<file path="config.mk">
export PLATFORM = sky130hd
export DESIGN_NAME = dtq_back
export DESIGN_NICKNAME = d
export VERILOG_FILES = /design/src/rtl/dtq_pkg.sv /design/src/rtl/dtq_back.sv
export SDC_FILE = /design/constraint.sdc
export NUM_CORES = 1
export LEC_CHECK = 0
export ABC_AREA = 1
export BUFFER_PORTS_ARGS = -buffer_cell sky130_fd_sc_hd__buf_2
export CORE_AREA = 2 2 124 126
export CTS_CLUSTER_SIZE = 20
export DETAILED_ROUTE_END_ITERATION = 12
export DIE_AREA = 0 0 126 128
export GPL_TIMING_DRIVEN = 0
export PLACE_DENSITY = 0.77
export SYNTH_ARGS = -nofsm -noshare
export SYNTH_HDL_FRONTEND = slang
export SYNTH_SLANG_ARGS = --single-unit
</file>
<file path="constraint.sdc">
create_clock -name clk -period 6.9 [get_ports clk]
set_clock_uncertainty 0.1 [all_clocks]
set_input_delay 0.69 -clock clk [delete_from_list [all_inputs] [get_ports clk]]
set_output_delay 0.69 -clock clk [all_outputs]
set_load 0.01 [all_outputs]
</file>
<file path="src/rtl/dtq_pkg.sv">
// dtq_pkg: word types and constants shared by the direction cosine matrix to
// quaternion pipeline. No dependencies.
package dtq_pkg;

    // fixed-point format, chain lengths and lane count
    localparam int QFrac     = 14;
    localparam int SqrtSteps = 16;
    localparam int DivSteps  = 30;
    localparam int Lanes     = 3;

    // branch codes
    localparam logic [1:0] BR_TRACE = 2'd0;
    localparam logic [1:0] BR_X     = 2'd1;
    localparam logic [1:0] BR_Y     = 2'd2;
    localparam logic [1:0] BR_Z     = 2'd3;

    // input word: one matrix
    typedef struct packed {
        logic signed [15:0] r00;
        logic signed [15:0] r01;
        logic signed [15:0] r02;
        logic signed [15:0] r10;
        logic signed [15:0] r11;
        logic signed [15:0] r12;
        logic signed [15:0] r20;
        logic signed [15:0] r21;
        logic signed [15:0] r22;
    } in_word_t;

    // output word: one quaternion
    typedef struct packed {
        logic signed [15:0] scalar_part;
        logic signed [15:0] vec_x;
        logic signed [15:0] vec_y;
        logic signed [15:0] vec_z;
        logic [1:0]         branch_used;
        logic               degenerate;
    } out_word_t;

    // numerators and branch, carried along the chain
    typedef struct packed {
        logic [1:0]              branch;
        logic [Lanes-1:0]        neg;
        logic [Lanes-1:0][16:0]  mag;
    } ctx_t;

    // square root cell word
    typedef struct packed {
        ctx_t        ctx;
        logic [31:0] n;
        logic [17:0] rem;
        logic [15:0] root;
    } sqrt_t;

    // divider cell word
    typedef struct packed {
        logic [1:0]             branch;
        logic [Lanes-1:0]       neg;
        logic [15:0]            root;
        logic [Lanes-1:0][29:0] dvd;
        logic [Lanes-1:0][15:0] rem;
        logic [Lanes-1:0][29:0] quo;
    } div_t;

endpackage

</file>
<file path="src/rtl/dtq_back.sv">
// dtq_back: sign, saturation, component placement and degenerate zeroing, output register.
// Depends on dtq_pkg.
module dtq_back (
    input  logic               clk,
    input  logic               rst_n,
    input  logic               in_valid,
    output logic               in_ready,
    input  dtq_pkg::div_t      in_word,
    output logic               out_valid,
    input  logic               out_stall,
    output dtq_pkg::out_word_t out_word
);

    logic                       valid_reg;
    dtq_pkg::out_word_t         word_reg;
    dtq_pkg::out_word_t         word_next;
    logic [dtq_pkg::Lanes-1:0][15:0] lane_val;
    logic [15:0]                half_root;
    logic                       degen;

    // signed, saturated quotients
    always_comb
    begin
        for (int i = 0; i < dtq_pkg::Lanes; i++)
        begin
            if (in_word.neg[i])
                lane_val[i] = (in_word.quo[i] > 30'd32768) ? 16'h8000
                                                           : 16'(-in_word.quo[i][15:0]);
            else
                lane_val[i] = (in_word.quo[i] > 30'd32767) ? 16'h7fff
                                                           : in_word.quo[i][15:0];
        end
    end

    assign half_root = {1'b0, in_word.root[15:1]};
    assign degen     = (in_word.root == 16'd0);

    // place components by branch
    always_comb
    begin
        word_next.branch_used = in_word.branch;
        word_next.degenerate  = degen;
        case (in_word.branch)
            dtq_pkg::BR_TRACE:
            begin
                word_next.scalar_part = half_root;
                word_next.vec_x       = lane_val[0];
                word_next.vec_y       = lane_val[1];
                word_next.vec_z       = lane_val[2];
            end
            dtq_pkg::BR_X:
            begin
                word_next.scalar_part = lane_val[0];
                word_next.vec_x       = half_root;
                word_next.vec_y       = lane_val[1];
                word_next.vec_z       = lane_val[2];
            end
            dtq_pkg::BR_Y:
            begin
                word_next.scalar_part = lane_val[0];
                word_next.vec_x       = lane_val[1];
                word_next.vec_y       = half_root;
                word_next.vec_z       = lane_val[2];
            end
            default:
            begin
                word_next.scalar_part = lane_val[0];
                word_next.vec_x       = lane_val[1];
                word_next.vec_y       = lane_val[2];
                word_next.vec_z       = half_root;
            end
        endcase
        if (degen)
        begin
            word_next.scalar_part = '0;
            word_next.vec_x       = '0;
            word_next.vec_y       = '0;
            word_next.vec_z       = '0;
        end
    end

    assign in_ready = !valid_reg || !out_stall;

    // output valid
    always_ff @(posedge clk or negedge rst_n)
    begin
        if (!rst_n)
            valid_reg <= 1'b0;
        else if (in_ready)
            valid_reg <= in_valid;
    end

    // output payload
    always_ff @(posedge clk)
    begin
        if (in_ready && in_valid)
            word_reg <= word_next;
    end

    assign out_valid = valid_reg;
    assign out_word  = word_reg;

endmodule

</file>
==> flow_summary_export.csv, run 1 <==
group,metric,value,unit
status,status,"complete, no violations",
clocking,cts_buffers,9,
routing,ant_nets,0,
synth,ys_warn_count,0,
synth,yosysMostFrequentCell,"nand2_1",
synth,synth_ff_type,"edfxtp_1",
clocking,cts_tree,"built",
worst_setup_path,crit_type,"in -> reg",
synth,yosysTopAreaCell,"edfxtp_1",
job,maxCapViolCount,0,
synth,synth_nets,1093,
worst_setup_path,crit_end,"out_word[31]",
worst_setup_path,critical_path_peak_fanout,10,
clocking,htreeDepth,3,
worst_setup_path,r2r_start,"out_valid",
floorplanning,core.rowCount,45,
synth,async_flop_share,0.0147,
routing,vias_per_cell,5.11,
timing,final_hold_viol_count,0,
synth,netlist_top_cells_area,"edfxtp_1, nand2_1, nor2_1",
clocking,cts_hold_buf,0,
floorplanning,die_y,128,um
placement,port-buffer-count,181,
clocking,path_clk_slew,0.05,ns
placement,dp_hpwl,15500,um
worst_setup_path,endpoint_kind,"register",
synth,ys_types,36,
timing,rsz0062_at_grt,"no",
clocking,cts-root-buf,"clkbuf_16",
worst_setup_path,cp.required,6.90,ns
clocking,cts.sinks,68,
placement,dp_cells,1208,
power_and_ir_drop,power.leakage,3.33,nW
worst_setup_path,crit_path_max_incr_delay,0.36,ns
synth,yosysSeqAreaShare,0.372,
floorplanning,die_w,126,um
clocking,worstSkewPairLatency,0.32,ns
floorplanning,dieArea,0.0161,mm^2
placement,place_ws,3.98,ns
finish,nFillCells,1548,
timing,max_slew_margin,0.468,
worst_setup_path,r2r_end,"out_word[6]",
finish,nets,1287,
timing,finalCritPeriodShare,0.375,
timing,hold_slack,0.0279,ns
worst_setup_path,crit_family,"simple AND/OR/NAND/NOR gates",
placement,place_area,0.00669,mm^2
grt,grt_pass1_wl,28500,um
worst_setup_path,crit_path_top_delay_cell,"a31oi_1",
finish,area_growth,27.2,%
min_path,hold_path_class,"in -> async",
floorplanning,initial_utilization,0.369,
finish,drive_gt1_frac,0.216,
worst_setup_path,reg2regPathDepth,3,
floorplanning,num_io_pins,322,
synth,synth_edf_count,67,
grt,grt_overflow_total,0,
synth,netlist_top_cells_count,"nand2_1, nor2_1, nand3_1",
routing,dr.pass1.iters,6,
grt,grt_max_degree,26,
routing,dr.first_iter.drc_count,591,
worst_setup_path,start_kind,"input port",
synth,synth_area_per_cell,6.55,um^2
worst_setup_path,r2r_slack,4.98,ns
synth,synth_top_area_frac,0.367,
timing,finalWorstSetupSlack,4.31,ns
timing,setup_viol,0,
finish,finalInstanceArea,0.00697,mm^2
worst_setup_path,cp_cell_sequence,"buf_2 -> inv_1 -> ha_1 -> nand2_2 -> nor2_4 -> nand2_2 -> a21oi_4 -> buf_6 -> nand2_1 -> nand2_1 -> nand2_1 -> a31oi_1",
routing,post-route-drc-count,0,
routing,wl_per_cell,15.2,um
grt,antenna_found_initial,5,
power_and_ir_drop,p_total,1.20,mW
routing,routed_wirelength,18700,um
timing,clock.fmax,387,MHz
power_and_ir_drop,p_per_area,172,mW/mm^2
clocking,cts_resized,0,
worst_setup_path,critical_path_cell_count,12,
timing,maxSlewViolCount,0,
synth,syn-cell-area,0.00548,mm^2
worst_setup_path,cp.arrival,2.58,ns
grt,grt_usage,0.224,
placement,gp_congestion,1.00,
finish,finalCoreUtilization,0.469,
clocking,postCtsSetupBuffers,0,
synth,ys_seq_elements,68,
worst_setup_path,critPathBufInv,3,
synth,synth_cells,837,
worst_setup_path,cp-startpoint,"in_word[30]",
grt,grt_pass1_vias,5480,
routing,vias,6261,
clocking,cts_buffer_depth,2,
power_and_ir_drop,ir_drop,0.104,mV
timing,tightest_slew,0.796,ns
finish,final_cells,1226,
timing,fin_crit,2.59,ns
worst_setup_path,cp_common_cell,"nand2_1",
floorplanning,core_area,0.0149,mm^2
timing,setup_tns,0,ns
-- cell families (layout without fill, tap and decap cells) --
| logic type | Yosys count | after routing | synth area share |
|---|---|---|---|
| AO/OA/AOI/OAI | 111 | 111 | 0.107 |
| XOR/XNOR | 17 | 17 | 0.0272 |
| adder cells (fa/ha/maj) | 3 | 3 | 0.00685 |
| buffers and inverters | 127 | 326 | 0.0971 |
| flip-flops | 68 | 68 | 0.372 |
| other | 0 | 2 | 0 |
| AND/OR/NAND/NOR | 511 | 511 | 0.390 |
-- layout make-up --
| class | instances | area [um^2] | area share |
|---|---|---|---|
| clock inverters | 3 | 40.0 | 0.00574 |
| flip-flops and latches | 68 | 2040 | 0.292 |
| inverters | 96 | 360 | 0.0517 |
| diodes | 2 | 5.00 | 0.000718 |
| multi-input cells | 642 | 2920 | 0.419 |
| plain buffers | 31 | 171 | 0.0246 |
| well taps | 188 | 235 | 0.0337 |
| repair buffers | 183 | 961 | 0.138 |
| clock buffers | 13 | 240 | 0.0345 |
-- worst min path at each step --
stage	end	slack (ns)	depth (start not counted)
final	out_valid	0.03	1
after CTS	out_valid	0.03	1
after global placement	out_valid	0.36	1
after floorplan	out_valid	0.29	0
after detailed placement	out_valid	0.37	1
after global routing	out_valid	0.02	1
-- sequential cells by signal, indices dropped and copies added (netlist names) --
register	cells
out_word	67
out_valid	1
-- placed cells by master, fill, tap and decap left out, types with 5 or more instances in the layout --
cell / count
nand4_1: 8
a31oi_1: 5
buf_2: 189
nand3_1: 95
nor3_1: 5
xnor2_1: 9
clkbuf_1: 18
xor2_1: 8
inv_1: 94
edfxtp_1: 67
nor2_1: 130
a21oi_1: 49
o21ai_0: 48
nand2_1: 254
clkbuf_16: 9
-- power by group --
group / internal [mW] / switching (mW) / leakage, nW / total, mW
Sequential: 0.492 / 0.00854 / 0.654 / 0.500
Combinational: 0.0953 / 0.166 / 2.54 / 0.261
Clock: 0.279 / 0.161 / 0.138 / 0.440
Total: 0.866 / 0.335 / 3.33 / 1.20
-- worst register-to-register path, stage by stage (launching register included) --
cell and delay, ns:
dfrtp_1 0.41, a21oi_4 0.66, buf_16 0.26, buf_16 0.19
-- routing by layer --
layer,up-vias,global-route usage,share of wire
li1,3116,-,-
met5,-,0,0.0017
met1,2731,0.334,0.45
met3,47,0.0338,0.10
met4,6,0.0814,0.029
met2,361,0.330,0.41
(Power assumes the default switching activity.)
==> run 2, diff against run 1 <==
==> constraint.sdc (replaced) <==
create_clock -name clk -period 2.5 [get_ports clk]
set_clock_uncertainty 0.1 [all_clocks]
set_input_delay 0.25 -clock clk [delete_from_list [all_inputs] [get_ports clk]]
set_output_delay 0.25 -clock clk [all_outputs]
set_load 0.01 [all_outputs]
==> run 2 against run 1 <==
  * Global-route usage rose by 0.85 points
  * Final cell count is the same
  * Largest power group unchanged
  * Clock power rose to 2.7 times the previous value
  * Via count grew 1.1%
  * Design area is 0.18% higher
  * Sequential share of layout area is 0.052 points lower
  * Worst hold slack improved by 0.0019 ns
==> flow_summary_export.csv, run 2 (synthesis results as in run 1) <==
group,metric,value,unit
finish,drive_gt1_frac,0.218,
floorplanning,core_area,0.0149,mm^2
finish,final_common_cell,"nand2_1",
worst_setup_path,cp_cell_sequence,"buf_2 -> inv_1 -> ha_1 -> nand2_2 -> nor2_4 -> nand2_2 -> a21oi_4 -> buf_6 -> nand2_1 -> nand2_1 -> nand2_1 -> a31oi_1",
clocking,cts.sinks,68,
placement,gp_congestion,0.982,
routing,ant_nets,0,
min_path,hold_path_class,"in -> reg",
routing,wl_per_cell,15.7,um
routing,dr.pass1.iters,6,
routing,vias,6327,
clocking,cts_tree,"built",
routing,routed_wirelength,19300,um
timing,max_slew_margin,0.473,
grt,grt_usage,0.233,
grt,top_usage_layer,"met2",
placement,place_ws,0.154,ns
finish,largest_reg_flops,67,
finish,nets,1288,
grt,grt_util_met1,0.343,
grt,grt_pass1_vias,5521,
floorplanning,core.rowCount,45,
grt,grt_use_met2,0.347,
worst_setup_path,endpoint_kind,"register",
routing,vias_per_cell,5.16,
job,maxCapViolCount,0,
finish,area_growth,27.5,%
timing,hold_slack,0.0298,ns
worst_setup_path,crit_path_max_incr_delay,0.29,ns
placement,port-buffer-count,181,
finish,layout_common_cells,"nand2_1, buf_2, nor2_1",
timing,setup_tns,0,ns
worst_setup_path,cp.required,2.53,ns
status,status,"complete, no violations",
worst_setup_path,cp.arrival,2.11,ns
floorplanning,die_y,128,um
grt,grt_pass1_wl,29200,um
clocking,worstSkewPairLatency,0.33,ns
placement,dp_hpwl,15900,um
grt,antenna_found_initial,2,
worst_setup_path,crit_path_top_delay_cell,"a31oi_1",
floorplanning,dieArea,0.0161,mm^2
power_and_ir_drop,ir_drop,0.306,mV
worst_setup_path,critPathBufInv,3,
routing,dr.first_iter.drc_count,597,
timing,rsz0062_at_grt,"no",
timing,tightest_slew,0.789,ns
clocking,cts-root-buf,"clkbuf_16",
clocking,cts_buffer_depth,2,
placement,dp_cells,1208,
worst_setup_path,r2r_start,"out_valid",
timing,fin_crit,2.08,ns
worst_setup_path,r2r_slack,0.57,ns
grt,grt_overflow_total,0,
timing,finalWorstSetupSlack,0.418,ns
clocking,htreeDepth,3,
floorplanning,initial_utilization,0.369,
clocking,path_clk_slew,0.05,ns
finish,nFillCells,1563,
timing,final_hold_viol_count,0,
worst_setup_path,crit_family,"simple AND/OR/NAND/NOR gates",
grt,grt_max_degree,25,
worst_setup_path,start_kind,"input port",
timing,maxSlewViolCount,0,
grt,use_met3,0.0434,
worst_setup_path,critical_path_peak_fanout,10,
worst_setup_path,cp_common_cell,"nand2_1",
timing,finalCritPeriodShare,0.833,
floorplanning,die_w,126,um
power_and_ir_drop,p_per_area,476,mW/mm^2
timing,setup_viol,0,
worst_setup_path,cp-startpoint,"in_word[30]",
min_path,min_from,"in_word[248]",
power_and_ir_drop,power.leakage,3.34,nW
clocking,cts_buffers,9,
finish,final_cells,1226,
floorplanning,num_io_pins,322,
timing,clock.fmax,480,MHz
routing,post-route-drc-count,0,
worst_setup_path,crit_type,"in -> reg",
-- run 2: cell types whose count changed in the layout (fill, tap and decap cells not counted) --
| cell | previous run | this run |
|---|---|---|
| diode_2 | 2 | 1 |
| clkinv_2 | 2 | 3 |
| clkbuf_1 | 18 | 16 |
| dlygate4sd3_1 | 0 | 1 |
| clkinvlp_4 | 0 | 1 |
-- run 2: per-stage QoR --
step / power (mW) / cell area [um^2] / util
6_report: 3.32 / 6980 / 0.470
4_1_cts: 3.34 / 6980 / 0.470
5_1_grt: 3.47 / 6980 / 0.470
3_3_place_gp: 2.09 / 6630 / 0.446
2_1_floorplan: 1.78 / 5490 / -
3_5_place_dp: 2.12 / 6690 / 0.450
-- run 2: power by group --
group | internal [mW] | leakage [nW] | switching, mW
registers | 1.36 | 0.654 | 0.0247
logic | 0.264 | 2.55 | 0.462
clock network | 0.766 | 0.139 | 0.448
-- run 2: path summary, 6_finish.rpt --
path | end | depth (start not counted)
min reg2reg | out_valid | 2
max | out_word[31] | 12
min in group asynchronous | out_valid | 2
max in group asynchronous | out_valid | 2
max reg2reg | out_word[5] | 3
min | out_word[2] | 1
-- run 2: timing repair --
item                      in CTS  in global routing
resized for setup              0                  0
buffers inserted               0                  0
hold endpoints to repair       1                  0
hold buffers                   1                  0
-- run 2: worst reg2reg max path, cell delays in order (launching register included) --
cell and delay (ns):
dfrtp_1 0.41, a21oi_4 0.65, buf_16 0.26, buf_16 0.19
-- run 2: cell type report --
class	instances	area [um^2]	area share
clock inverter	5	52.6	0.00752
multi-input combinational	642	2920	0.418
sequential	68	2040	0.292
timing repair buffer	184	971	0.139
buffer	31	171	0.0245
clock buffer	11	233	0.0333
tap	188	235	0.0337
antenna	1	2.50	0.000358
inverter	96	360	0.0516
-- run 2: routing by layer --
metal  part of all wire  routed length (um)  vias up
met5            0.00067                  13        -
met4              0.027                 516        2
met1               0.44                8500     2762
met3               0.11                2180       46
li1                   -                   -     3123
met2               0.42                8070      394
==> run 3, diff against run 2 <==
--- a/config.mk
+++ b/config.mk
@@ -7,12 +7,12 @@
 export LEC_CHECK = 0
 export ABC_AREA = 1
 export BUFFER_PORTS_ARGS = -buffer_cell sky130_fd_sc_hd__buf_2
-export CORE_AREA = 2 2 124 126
+export CORE_AREA = 2 2 126 128
 export CTS_CLUSTER_SIZE = 20
 export DETAILED_ROUTE_END_ITERATION = 12
-export DIE_AREA = 0 0 126 128
+export DIE_AREA = 0 0 128 130
 export GPL_TIMING_DRIVEN = 0
-export PLACE_DENSITY = 0.77
+export PLACE_DENSITY = 0.78
 export SYNTH_ARGS = -nofsm -noshare
 export SYNTH_HDL_FRONTEND = slang
 export SYNTH_SLANG_ARGS = --single-unit
==> constraint.sdc (replaced) <==
create_clock -name clk -period 1.8 [get_ports clk]
set_clock_uncertainty 0.1 [all_clocks]
set_input_delay 0.18 -clock clk [delete_from_list [all_inputs] [get_ports clk]]
set_output_delay 0.18 -clock clk [all_outputs]
set_load 0.01 [all_outputs]
==> run 3 against run 2 <==
  * Clock-buffer cell count down 2
  * Via count up 1.6%
  * Total power up 37%
  * Non-clock buffer count up 10
  * Global-route usage down 1.3 points
  * First-iteration DRC count up 8.7%
  * Critical path depth down 2
  * Largest cell class unchanged
==> flow_summary_export.csv, run 3 (synthesis results as in run 1) <==
group,metric,value,unit
job,maxCapViolCount,0,
floorplanning,core.rowCount,46,
status,status,"complete, no violations",
timing,clock.fmax,582,MHz
worst_setup_path,critical_path_peak_fanout,4,
power_and_ir_drop,p_comb_frac,0.229,
routing,wl_per_cell,15.5,um
floorplanning,dieArea,0.0166,mm^2
min_path,hold_path_class,"in -> reg",
routing,vias,6427,
placement,port-buffer-count,181,
clocking,htreeDepth,3,
grt,grt_usage,0.220,
worst_setup_path,crit_path_top_delay_cell,"o21ai_0",
timing,fin_crit,1.72,ns
timing,max_slew_margin,0.508,
worst_setup_path,cp.arrival,1.71,ns
routing,ant_nets,0,
floorplanning,initial_utilization,0.355,
timing,tightest_slew,0.738,ns
clocking,cts_buffers,9,
routing,dr.first_iter.drc_count,649,
power_and_ir_drop,p_sw,1.35,mW
worst_setup_path,critPathBufInv,2,
worst_setup_path,crit_type,"in -> reg",
timing,finalWorstSetupSlack,0.0811,ns
power_and_ir_drop,p_total,4.54,mW
clocking,cts-root-buf,"clkbuf_16",
routing,routed_wirelength,19300,um
clocking,cts.sinks,68,
grt,grt_max_degree,25,
finish,final_common_cell,"nand2_1",
placement,place_ws,-0.484,ns
worst_setup_path,cp.required,1.79,ns
placement,gp_congestion,0.997,
clocking,cts_tree,"built",
routing,post-route-drc-count,0,
routing,vias_per_cell,5.18,
finish,largest_reg_flops,67,
timing,final_hold_viol_count,0,
timing,maxSlewViolCount,0,
clocking,worstSkewPairLatency,0.32,ns
routing,dr.pass1.iters,6,
power_and_ir_drop,power.leakage,3.40,nW
power_and_ir_drop,p_int,3.19,mW
finish,layout_common_cells,"nand2_1, buf_2, nor2_1",
power_and_ir_drop,p_per_area,631,mW/mm^2
grt,grt_pass1_vias,5368,
power_and_ir_drop,pwr-share-clk,0.349,
worst_setup_path,cp_cell_sequence,"buf_2 -> or2_2 -> nor2_2 -> nand3_2 -> o21ai_0 -> nand2_1 -> nand2_1 -> nand3_1 -> nand2_1 -> inv_1",
power_and_ir_drop,p_sw_frac,0.298,
worst_setup_path,crit_path_max_incr_delay,0.45,ns
grt,grt_pass1_wl,28300,um
finish,drive_gt1_frac,0.251,
power_and_ir_drop,ir_drop,0.401,mV
power_and_ir_drop,seqPwrFrac,0.422,
floorplanning,core_area,0.0154,mm^2
timing,setup_viol,0,
worst_setup_path,start_kind,"input port",
timing,finalCritPeriodShare,0.955,
worst_setup_path,cp_common_cell,"nand2_1",
finish,nFillCells,1633,
worst_setup_path,crit_family,"simple AND/OR/NAND/NOR gates",
finish,area_growth,31.2,%
floorplanning,die_w,128,um
floorplanning,num_io_pins,322,
placement,dp_hpwl,15400,um
finish,nets,1299,
grt,antenna_found_initial,3,
clocking,cts_buffer_depth,2,
timing,hold_slack,0.0619,ns
clocking,path_clk_slew,0.06,ns
grt,grt_overflow_total,0,
worst_setup_path,endpoint_kind,"register",
floorplanning,die_y,130,um
-- run 3: changes by cell type in the layout (fill, tap and decap cells not counted), sizes merged --
cell,delta
clkbuf,-2
inv,+1
clkinvlp,+2
clkinv,-1
bufinv,-1
dlygate4sd3,+1
a21oi,+1
buf,+9
-- run 3: cell type report --
| class | instances | area [um^2] | area share |
|---|---|---|---|
| clock inverters | 6 | 41.3 | 0.00574 |
| well taps | 192 | 240 | 0.0334 |
| repair buffers | 194 | 1050 | 0.146 |
| diodes | 1 | 2.50 | 0.000348 |
| inverters | 96 | 360 | 0.0501 |
| multi-input cells | 643 | 3040 | 0.423 |
| plain buffers | 31 | 191 | 0.0266 |
| clock buffers | 9 | 225 | 0.0313 |
| flip-flops and latches | 68 | 2040 | 0.284 |
-- run 3: what timing repair did --
item	CTS	global route
hold endpoints to repair	2	0
endpoints found under the setup margin	64	76
setup buffers	3	6
pin swaps	2	9
gates cloned	1	0
gates resized for setup	5	37
hold buffers	2	0
-- run 3: stage by stage --
stage                     TNS, ns  instances  area [um^2]   util
after floorplan            -20.36        837         5490      -
after global placement     -58.93       1210         6640  0.430
after detailed placement   -20.38       1212         6690  0.434
after CTS                       0       1233         7030  0.456
after global routing      -0.0287       1240         7190  0.466
final                           0       1240         7190  0.466
-- run 3: worst paths after layout --
path / startpoint / end / slack, ns / cells past startpoint
setup / recovery: in_word[47] / out_word[30] / 0.08 / 10
hold / removal: in_word[247] / out_word[1] / 0.06 / 1
setup reg to reg: out_valid / out_word[15] / 0.25 / 1
hold reg to reg: out_valid / out_valid / 0.53 / 2
max in group asynchronous: rst_n / out_valid / 1.44 / 2
min in group asynchronous: rst_n / out_valid / 0.07 / 2
-- run 3: power groups by stage --
| stage | sequential, mW | clock [mW] | combinational, mW |
|---|---|---|---|
| 4_1_cts | 1.92 | 1.60 | 1.00 |
| 5_1_grt | 1.93 | 1.66 | 1.14 |
| 3_3_place_gp | 1.95 | 0 | 0.950 |
| 2_1_floorplan | 2.00 | 0 | 0.467 |
| 3_5_place_dp | 1.95 | 0 | 0.987 |
| 6_report | 1.92 | 1.59 | 1.04 |
-- run 3: per-layer routing --
layer  wire length (um)  track usage  vias up  share of wire
met5                 21            0        -         0.0011
met4                745       0.0782        4          0.039
met1               8810        0.328     2817           0.46
met3               1820       0.0361       67          0.095
li1                   -            -     3148              -
met2               7870        0.321      391           0.41
